**src/rtl/bci_pkg.sv**
```systemverilog
// Shared types and constants of the breakpoint curve interpolator.
// Item structs, command and status codes, and controller/datapath bundles.
package bci_pkg;

	typedef struct packed {
		logic [1:0]         command;
		logic signed [31:0] position;
		logic signed [31:0] point_value;
	} in_item_t;

	typedef struct packed {
		logic signed [31:0] curve_value;
		logic               in_range;
		logic [1:0]         status;
	} out_item_t;

	localparam logic [1:0] CMD_CLEAR  = 2'd0;
	localparam logic [1:0] CMD_APPEND = 2'd1;
	localparam logic [1:0] CMD_QUERY  = 2'd2;

	localparam logic [1:0] ST_OK    = 2'd0;
	localparam logic [1:0] ST_FULL  = 2'd1;
	localparam logic [1:0] ST_EMPTY = 2'd2;

	localparam int         DIV_STEPS = 64;
	localparam int         DIV_CNT_W = 6;
	localparam logic [DIV_CNT_W-1:0] DIV_LAST = DIV_CNT_W'(DIV_STEPS - 1);
	localparam logic [33:0] SAT_MAG = 34'h2_0000_0000;

	typedef enum logic [1:0] {
		RA_ZERO,
		RA_LAST,
		RA_ONE,
		RA_NEXT
	} rd_sel_t;

	typedef enum logic [3:0] {
		RS_NONE,
		RS_ZERO,
		RS_FULL,
		RS_EMPTY,
		RS_LO_OUT,
		RS_RD_OUT,
		RS_LO_IN,
		RS_HI_IN,
		RS_LERP
	} res_sel_t;

	typedef struct packed {
		logic     latch_in;
		logic     clear_count;
		logic     append;
		rd_sel_t  rd_sel;
		logic     load_lo;
		logic     load_hi;
		logic     idx_init;
		logic     idx_inc;
		logic     diff_load;
		logic     mul_load;
		logic     div_step;
		logic     sign_load;
		res_sel_t res_sel;
		logic     out_load;
	} ctrl_cmd_t;

	typedef struct packed {
		logic [1:0] command;
		logic       count_zero;
		logic       count_full;
		logic       count_one;
		logic       q_below;
		logic       q_above;
		logic       search_go;
		logic       mode;
		logic       dp_zero;
		logic       div_last;
		logic       out_busy;
	} dp_status_t;

endpackage

```
**src/rtl/bci_ctrl.sv**
```systemverilog
// Controller state machine of the breakpoint curve interpolator.
// Depends on bci_pkg for the command and status bundles.
module bci_ctrl (
	input  logic                  clk,
	input  logic                  arst_n,
	input  logic                  in_valid,
	output logic                  in_ready,
	input  bci_pkg::dp_status_t   sts,
	output bci_pkg::ctrl_cmd_t    cmd
);

	typedef enum logic [10:0] {
		S_IDLE   = 11'b000_0000_0001,
		S_DECODE = 11'b000_0000_0010,
		S_FIRST  = 11'b000_0000_0100,
		S_LAST   = 11'b000_0000_1000,
		S_SEARCH = 11'b000_0001_0000,
		S_DIFF   = 11'b000_0010_0000,
		S_MUL    = 11'b000_0100_0000,
		S_DIV    = 11'b000_1000_0000,
		S_SIGN   = 11'b001_0000_0000,
		S_SUM    = 11'b010_0000_0000,
		S_EMIT   = 11'b100_0000_0000
	} state_t;

	state_t state_q, state_d;

	always_ff @(posedge clk or negedge arst_n) begin
		if (!arst_n) begin
			state_q <= S_IDLE;
		end else begin
			state_q <= state_d;
		end
	end

	assign in_ready = (state_q == S_IDLE);

	always_comb begin
		state_d = state_q;
		cmd = '0;
		cmd.rd_sel = bci_pkg::RA_ZERO;
		cmd.res_sel = bci_pkg::RS_NONE;
		case (state_q)
			S_IDLE: begin
				if (in_valid) begin
					cmd.latch_in = 1'b1;
					state_d = S_DECODE;
				end
			end
			S_DECODE: begin
				case (sts.command)
					bci_pkg::CMD_CLEAR: begin
						cmd.clear_count = 1'b1;
						cmd.res_sel = bci_pkg::RS_ZERO;
						state_d = S_EMIT;
					end
					bci_pkg::CMD_APPEND: begin
						if (sts.count_full) begin
							cmd.res_sel = bci_pkg::RS_FULL;
						end else begin
							cmd.append = 1'b1;
							cmd.res_sel = bci_pkg::RS_ZERO;
						end
						state_d = S_EMIT;
					end
					bci_pkg::CMD_QUERY: begin
						if (sts.count_zero) begin
							cmd.res_sel = bci_pkg::RS_EMPTY;
							state_d = S_EMIT;
						end else begin
							cmd.rd_sel = bci_pkg::RA_ZERO;
							state_d = S_FIRST;
						end
					end
					default: begin
						cmd.res_sel = bci_pkg::RS_ZERO;
						state_d = S_EMIT;
					end
				endcase
			end
			S_FIRST: begin
				cmd.load_lo = 1'b1;
				cmd.rd_sel = bci_pkg::RA_LAST;
				state_d = S_LAST;
			end
			S_LAST: begin
				if (sts.q_below) begin
					cmd.res_sel = bci_pkg::RS_LO_OUT;
					state_d = S_EMIT;
				end else if (sts.q_above) begin
					cmd.res_sel = bci_pkg::RS_RD_OUT;
					state_d = S_EMIT;
				end else if (sts.count_one) begin
					cmd.res_sel = bci_pkg::RS_LO_IN;
					state_d = S_EMIT;
				end else begin
					cmd.idx_init = 1'b1;
					cmd.rd_sel = bci_pkg::RA_ONE;
					state_d = S_SEARCH;
				end
			end
			S_SEARCH: begin
				if (sts.search_go) begin
					cmd.load_lo = 1'b1;
					cmd.idx_inc = 1'b1;
					cmd.rd_sel = bci_pkg::RA_NEXT;
				end else begin
					cmd.load_hi = 1'b1;
					state_d = S_DIFF;
				end
			end
			S_DIFF: begin
				if (sts.mode || sts.dp_zero) begin
					cmd.res_sel = bci_pkg::RS_HI_IN;
					state_d = S_EMIT;
				end else begin
					cmd.diff_load = 1'b1;
					state_d = S_MUL;
				end
			end
			S_MUL: begin
				cmd.mul_load = 1'b1;
				state_d = S_DIV;
			end
			S_DIV: begin
				cmd.div_step = 1'b1;
				if (sts.div_last) begin
					state_d = S_SIGN;
				end
			end
			S_SIGN: begin
				cmd.sign_load = 1'b1;
				state_d = S_SUM;
			end
			S_SUM: begin
				cmd.res_sel = bci_pkg::RS_LERP;
				state_d = S_EMIT;
			end
			S_EMIT: begin
				if (!sts.out_busy) begin
					cmd.out_load = 1'b1;
					state_d = S_IDLE;
				end
			end
			default: begin
				state_d = S_IDLE;
			end
		endcase
	end

endmodule

```
**config.mk**
```make
export PLATFORM = sky130hd
export DESIGN_NAME = bci_ctrl
export DESIGN_NICKNAME = d
export VERILOG_FILES = /design/src/rtl/bci_pkg.sv /design/src/rtl/bci_ctrl.sv
export SDC_FILE = /design/constraint.sdc
export NUM_CORES = 1
export LEC_CHECK = 0
export BUFFER_PORTS_ARGS = -buffer_cell sky130_fd_sc_hd__buf_2
export CAP_MARGIN = 15
export CORE_ASPECT_RATIO = 1.75
export CORE_MARGIN = 2
export CORE_UTILIZATION = 27
export DETAILED_ROUTE_END_ITERATION = 10
export GPL_TIMING_DRIVEN = 0
export SYNTH_ARGS = -nofsm -noshare
export SYNTH_HDL_FRONTEND = slang
export SYNTH_SLANG_ARGS = --single-unit
```
**constraint.sdc**
```tcl
create_clock -name clk -period 2.39 [get_ports clk]
set_input_delay 0.478 -clock clk [delete_from_list [all_inputs] [get_ports clk]]
set_output_delay 0.478 -clock clk [all_outputs]
set_load 0.03 [all_outputs]
```
==> results of run 1 <==
-- layout make-up --
class	instances	area (um^2)	share of cell area (%)
Sequential cell	11	283	18.6
Inverter	6	22.5	1.48
Tap cell	43	53.8	3.53
Multi-Input combinational cell	83	716	47.0
Clock buffer	4	45.0	2.96
Timing Repair Buffer	55	404	26.5
-- path summary, 6_finish.rpt --
path	start	endpoint	slack [ps]	cells past startpoint
worst max-delay path	state_q[1]	cmd[6]	-280	7
worst min-delay path	arst_n	state_q[6]	110	1
worst max register to register	state_q[1]	state_q[4]	170	9
worst min register to register	state_q[6]	state_q[8]	610	2
max in group asynchronous	arst_n	state_q[0]	2010	1
min in group clk	sts[4]	state_q[5]	460	2
-- power by group through the flow --
stage / Clock (W) / Combinational [W] / Sequential (W)
after global routing: 0.000202 / 0.000660 / 0.000250
after detailed placement: 0 / 0.000375 / 0.000256
after CTS: 0.000190 / 0.000504 / 0.000244
final: 0.000190 / 0.000616 / 0.000246
after floorplan: 0 / 0.000287 / 0.000249
after global placement: 0 / 0.000371 / 0.000253
-- logic make-up (layout without fill, tap and decap cells) --
family | Yosys count | after routing
AND/OR/NAND/NOR | 61 | 61
flip-flops | 11 | 11
buffers and inverters | 7 | 65
adder cells (fa/ha/maj) | 3 | 3
AO/OA/AOI/OAI | 17 | 17
XOR/XNOR | 2 | 2
-- routing by layer --
metal	vias up	GRT usage (%)	wire length, um
li1	496	-	-
met1	492	17.7	1060
met2	31	28.1	1570
met3	4	2.04	102
met4	0	6.67	54
met5	-	0	0
-- through the flow --
step,setup TNS (ps),instances
3_5_place_dp,-715,177
6_report,-1930,202
2_1_floorplan,-295,101
3_3_place_gp,-532,177
4_1_cts,-2300,195
5_1_grt,-2910,202
-- Yosys cell counts (all sizes together) (3+ instances only) --
| library cell | number |
|---|---|
| nand2b | 4 |
| and2 | 3 |
| o21ai | 3 |
| nor2b | 5 |
| dfrtp | 10 |
| nor4 | 5 |
| nand3b | 3 |
| nor4b | 4 |
| inv | 6 |
| nor3 | 4 |
| nor2 | 9 |
| nand2 | 9 |
| nor3b | 3 |
| ha | 3 |
| nand3 | 4 |
-- what timing repair did --
| item | CTS | global route |
|---|---|---|
| setup endpoints to repair | 15 | 18 |
| setup buffers | 14 | 12 |
| pin swaps | 6 | 9 |
| resized for setup | 27 | 22 |
==> impl_metrics.env, run 1 <==
export IMPL_status="finished with violations"
export IMPL_crit_fanout=5
export IMPL_drt_iter0_drc=22
export IMPL_fin_area_um2=1520
export IMPL_cts_root_buf="clkbuf_8"
export IMPL_worstPathCellList="or4_4, nor4_4, buf_6, buf_4, nand2_4, nor3b_2, buf_4"
export IMPL_start_util_pct=28.2
export IMPL_synth_top_family_by_area="simple AND/OR/NAND/NOR gates"
export IMPL_grt_pass1_vias=978
export IMPL_hold_class="primary input to asynchronous set/reset pin"
export IMPL_hold_buffers=0
export IMPL_internal_power_w=0.000646
export IMPL_powerDensity_nw_per_um2=690
export IMPL_netSwitchingFraction_pct=38.6
export IMPL_skew_ps=1.95
export IMPL_critical_path_slowest_cell="or4_4"
export IMPL_grt_max_degree=12
export IMPL_crit_path_start_kind="flip-flop"
export IMPL_drive_gt1_share_pct=57.2
export IMPL_clockBufferDepth=2
export IMPL_path_buf_inv=3
export IMPL_reg_top3="state_q (11)"
export IMPL_antenna_cells=0
export IMPL_synth_edff_count=0
export IMPL_min_period_over_period_pct=112
export IMPL_ys_warn_count=0
export IMPL_tightest_slew_ps=420
export IMPL_synth_simple_area_share_pct=44.4
export IMPL_yosysTopAreaCell="dfrtp_1"
export IMPL_routed_wl_mm=2.79
export IMPL_port_buffers=33
export IMPL_power_frac_comb_pct=58.5
export IMPL_final_cell_mix="29 x buf_4, 17 x buf_2, 9 x buf_6"
export IMPL_synth_fa_ha_area_share_pct=4.24
export IMPL_drc=0
export IMPL_hold_violations=0
export IMPL_core_area_um2=3140
export IMPL_place_congestion=0.726
export IMPL_path_class="flip-flop to primary output"
export IMPL_async_reset_ff_share_pct=100
export IMPL_final_common_cell="buf_4"
export IMPL_dr_pass1_iters=4
export IMPL_timing_hold_ws_ps=106
export IMPL_largest_register_ffs=11
export IMPL_setup_viol=13
export IMPL_maxCapViolCount=0
export IMPL_cts_tree="yes"
export IMPL_critPathRequiredTime_ps=1910
export IMPL_max_vdd_ir_drop_uv=458
export IMPL_max_flop_register="state_q"
export IMPL_finalPower_w=0.00105
export IMPL_slew_violations=0
export IMPL_synth_cells=101
export IMPL_violations="setup timing"
export IMPL_dpl_cell_area_um2=1140
export IMPL_wire_per_inst_um=13.8
export IMPL_syn_num_nets=119
export IMPL_avgSynthCellArea_um2=8.77
export IMPL_area_growth_pct=72.0
export IMPL_fp_dieW_um=47.3
export IMPL_synth_compound_area_share_pct=15.3
export IMPL_syn_cell_area_um2=886
export IMPL_setup_ws_ps=-283
export IMPL_seqPwrFrac_pct=23.4
export IMPL_crit_family="simple AND/OR/NAND/NOR gates"
export IMPL_arrival_ps=2190
export IMPL_fmax_mhz=374
export IMPL_power_frac_clock_pct=18.1
export IMPL_p_leak_nw=0.744
export IMPL_cpPeakStageDelay_ps=560
export IMPL_synth_seq_cells=11
export IMPL_synth_area_leaders="dfrtp_1 28%, ha_1 4.2%, nor2_1 3.8%"
export IMPL_cts_buffers_inserted=3
export IMPL_dieArea_um2=3770
export IMPL_endpoint_kind="primary output"
export IMPL_switching_power_w=0.000406
export IMPL_via_per_inst=5.06
export IMPL_rsz0062_at_grt="yes"
export IMPL_clkLatencyLatePin_ps=240
export IMPL_pre_cts_ws_ps=-181
export IMPL_hpwlAfterDp_mm=1.87
export IMPL_synth_cell_type_count=42
export IMPL_slew_headroom_pct=71.7
export IMPL_nNetsFinal=178
export IMPL_cp_common_cell="buf_4"
export IMPL_ant_nets=0
export IMPL_n_fill_cell=286
export IMPL_grt_overflow_total=0
export IMPL_cts_sinks=11
export IMPL_rows=27
export IMPL_htree_num_levels=1
export IMPL_path_clk_slew_ps=50
export IMPL_dieHeight_um=79.8
export IMPL_antenna_found_initial=0
export IMPL_synth_top_area_share_pct=28.2
export IMPL_final_util_pct=48.5
export IMPL_num_vias=1023
export IMPL_synth_mux_area_share_pct=0
export IMPL_track_usage_pct=15.9
export IMPL_period_minus_slack_ps=2670
export IMPL_grt_pass1_wl_mm=4.35
export IMPL_pin_count=34
export IMPL_synthXorXnorAreaFrac_pct=1.98
export IMPL_yosysSeqAreaShare_pct=31.2
export IMPL_synthFlopType="dfrtp_1"
Note: power is estimated with default switching activity, not from simulation.
==> run 2, diff against run 1 <==
==> constraint.sdc (replaced) <==
create_clock -name clk -period 2.39 [get_ports clk]
set_input_delay 0.478 -clock clk [delete_from_list [all_inputs] [get_ports clk]]
set_output_delay 0.478 -clock clk [all_outputs]
set_load 0.05 [all_outputs]
==> run 2 against run 1 <==
  * The flow still finishes with violations (setup timing)
  * Combinational power rose by 9.3%
  * Setup slack better by 9.7 ps
  * Total power rose by 5.0%
  * Critical endpoint is now cmd[14]
  * Hold slack got worse by 2.2 ps
  * Clock-buffer cell count unchanged
  * Critical path depth stayed put
  * Sequential share of layout area fell by 0.17 points
  * Via count is 0.39% lower
  * Register-to-register slack worse by 340 ps
  * Final cell count down 2.0%
  * Utilization grew 0.68 points
  * Fmax increased by 0.36%
==> impl_metrics.env, run 2 (same netlist as run 1, synthesis figures left out) <==
export IMPL_fp_dieW_um=47.3
export IMPL_path_clk_slew_ps=50
export IMPL_setup_viol=13
export IMPL_seqPwrFrac_pct=22.2
export IMPL_rrSetupSlack_ps=-170
export IMPL_cts_root_buf="clkbuf_8"
export IMPL_core_area_um2=3140
export IMPL_maxCapViolCount=0
export IMPL_internal_power_w=0.000649
export IMPL_dieArea_um2=3770
export IMPL_antenna_cells=0
export IMPL_power_frac_comb_pct=60.9
export IMPL_fmax_mhz=375
export IMPL_largest_register_ffs=11
export IMPL_cts_buffers_inserted=3
export IMPL_hold_class="primary input to asynchronous set/reset pin"
export IMPL_path_class="flip-flop to primary output"
export IMPL_p_leak_nw=0.741
export IMPL_grt_pass1_wl_mm=4.48
export IMPL_setup_ws_ps=-273
export IMPL_rows=27
export IMPL_endpoint_kind="primary output"
export IMPL_crit_fanout=5
export IMPL_cpPeakStageDelay_ps=560
export IMPL_path_buf_inv=3
export IMPL_dieHeight_um=79.8
export IMPL_dr_pass1_iters=4
export IMPL_regToRegStartpoint="state_q[1]"
export IMPL_area_growth_pct=74.4
export IMPL_tightest_slew_ps=393
export IMPL_place_congestion=0.767
export IMPL_drc=0
export IMPL_grt_pass1_vias=1028
export IMPL_skew_ps=1.68
export IMPL_critPathRequiredTime_ps=1910
export IMPL_min_period_over_period_pct=111
export IMPL_port_buffers=33
export IMPL_grt_max_degree=12
export IMPL_hpwlAfterDp_mm=1.95
export IMPL_seqCellArea_um2=284
export IMPL_wire_per_inst_um=13.9
export IMPL_netSwitchingFraction_pct=41.3
export IMPL_clkLatencyLatePin_ps=240
export IMPL_powerDensity_nw_per_um2=715
export IMPL_final_util_pct=49.2
export IMPL_rsz0062_at_grt="yes"
export IMPL_switching_power_w=0.000456
export IMPL_num_vias=1019
export IMPL_drive_gt1_share_pct=57.4
export IMPL_drt_iter0_drc=16
export IMPL_critical_path_slowest_cell="or4_4"
export IMPL_multiInputGateArea_um2=749
export IMPL_fin_tns_setup_ps=-2570
export IMPL_clockBufferDepth=2
export IMPL_cts_tree="yes"
export IMPL_final_common_cell="buf_4"
export IMPL_pre_cts_ws_ps=-246
export IMPL_grt_overflow_total=0
export IMPL_pin_count=34
export IMPL_power_frac_clock_pct=16.9
export IMPL_crit_path_start_kind="flip-flop"
export IMPL_status="finished with violations"
export IMPL_cts_sinks=11
export IMPL_slew_headroom_pct=73.8
export IMPL_hold_violations=0
export IMPL_htree_num_levels=1
export IMPL_violations="setup timing"
export IMPL_via_per_inst=5.15
export IMPL_n_fill_cell=315
export IMPL_arrival_ps=2190
export IMPL_final_cell_mix="20 x buf_4, 18 x buf_2, 10 x buf_6"
export IMPL_worstPathCellList="or4_4, nor4_4, buf_6, buf_6, nand4_1, o41ai_2, buf_4"
export IMPL_slew_violations=0
export IMPL_max_flop_register="state_q"
export IMPL_antenna_found_initial=0
export IMPL_start_util_pct=28.2
export IMPL_routed_wl_mm=2.75
export IMPL_nNetsFinal=174
export IMPL_crit_family="simple AND/OR/NAND/NOR gates"
export IMPL_cp_common_cell="buf_6"
export IMPL_hold_buffers=0
export IMPL_track_usage_pct=16.3
export IMPL_max_vdd_ir_drop_uv=286
export IMPL_period_minus_slack_ps=2660
export IMPL_ant_nets=0
export IMPL_reg_top3="state_q (11)"
export IMPL_r2r_cells=12
export IMPL_rr_endpoint="state_q[4]"
-- run 2: timing repair --
action                                  in CTS  in global routing
endpoints found under the setup margin      15                 19
resized for setup                           38                 18
buffers inserted                            16                  3
pin swaps                                    6                  7
-- run 2: worst max-delay path by stage --
| stage | from | to | slack (ps) | depth (start not counted) |
|---|---|---|---|---|
| 6_report | state_q[1] | cmd[14] | -270 | 7 |
| 3_3_place_gp | state_q[1] | cmd[1] | -210 | 5 |
| 5_1_grt | state_q[1] | cmd[14] | -340 | 7 |
| 2_1_floorplan | state_q[9] | cmd[14] | -430 | 4 |
| 3_5_place_dp | state_q[1] | cmd[1] | -250 | 5 |
| 4_1_cts | state_q[1] | cmd[14] | -260 | 7 |
-- run 2: final cells by class --
| type | instances | area share [%] |
|---|---|---|
| inverters | 6 | 1.46 |
| well taps | 43 | 3.48 |
| multi-input cells | 83 | 48.5 |
| repair buffers | 51 | 25.3 |
| flip-flops and latches | 11 | 18.4 |
| clock buffers | 4 | 2.91 |
-- run 2: per-stage QoR --
stage / cell area (um^2) / total power (W) / hold slack (ps) / std cells
finish: 1550 / 0.00111 / 104 / 198
global route: 1550 / 0.00117 / 123 / 198
CTS: 1470 / 0.00103 / 108 / 196
detailed placement: 1160 / 0.000677 / 362 / 177
global placement: 1160 / 0.000667 / 361 / 177
floorplan: 946 / 0.000578 / 182 / 101
-- run 2: power by group through the flow --
stage                     Clock, W  Sequential (W)  Combinational (W)
after floorplan                  0        0.000243           0.000334
after CTS                 0.000191        0.000247           0.000596
after detailed placement         0        0.000252           0.000425
after global routing      0.000202        0.000250           0.000714
after global placement           0        0.000250           0.000417
final                     0.000186        0.000246           0.000673
-- run 2: per-layer routing --
metal  wire, um  share of wire [%]  global-route usage [%]
met1        966                 35                    15.9
met2       1630                 59                    31.5
met3         99                3.6                    1.58
met4         48                1.7                    6.67
met5          0                  0                       0
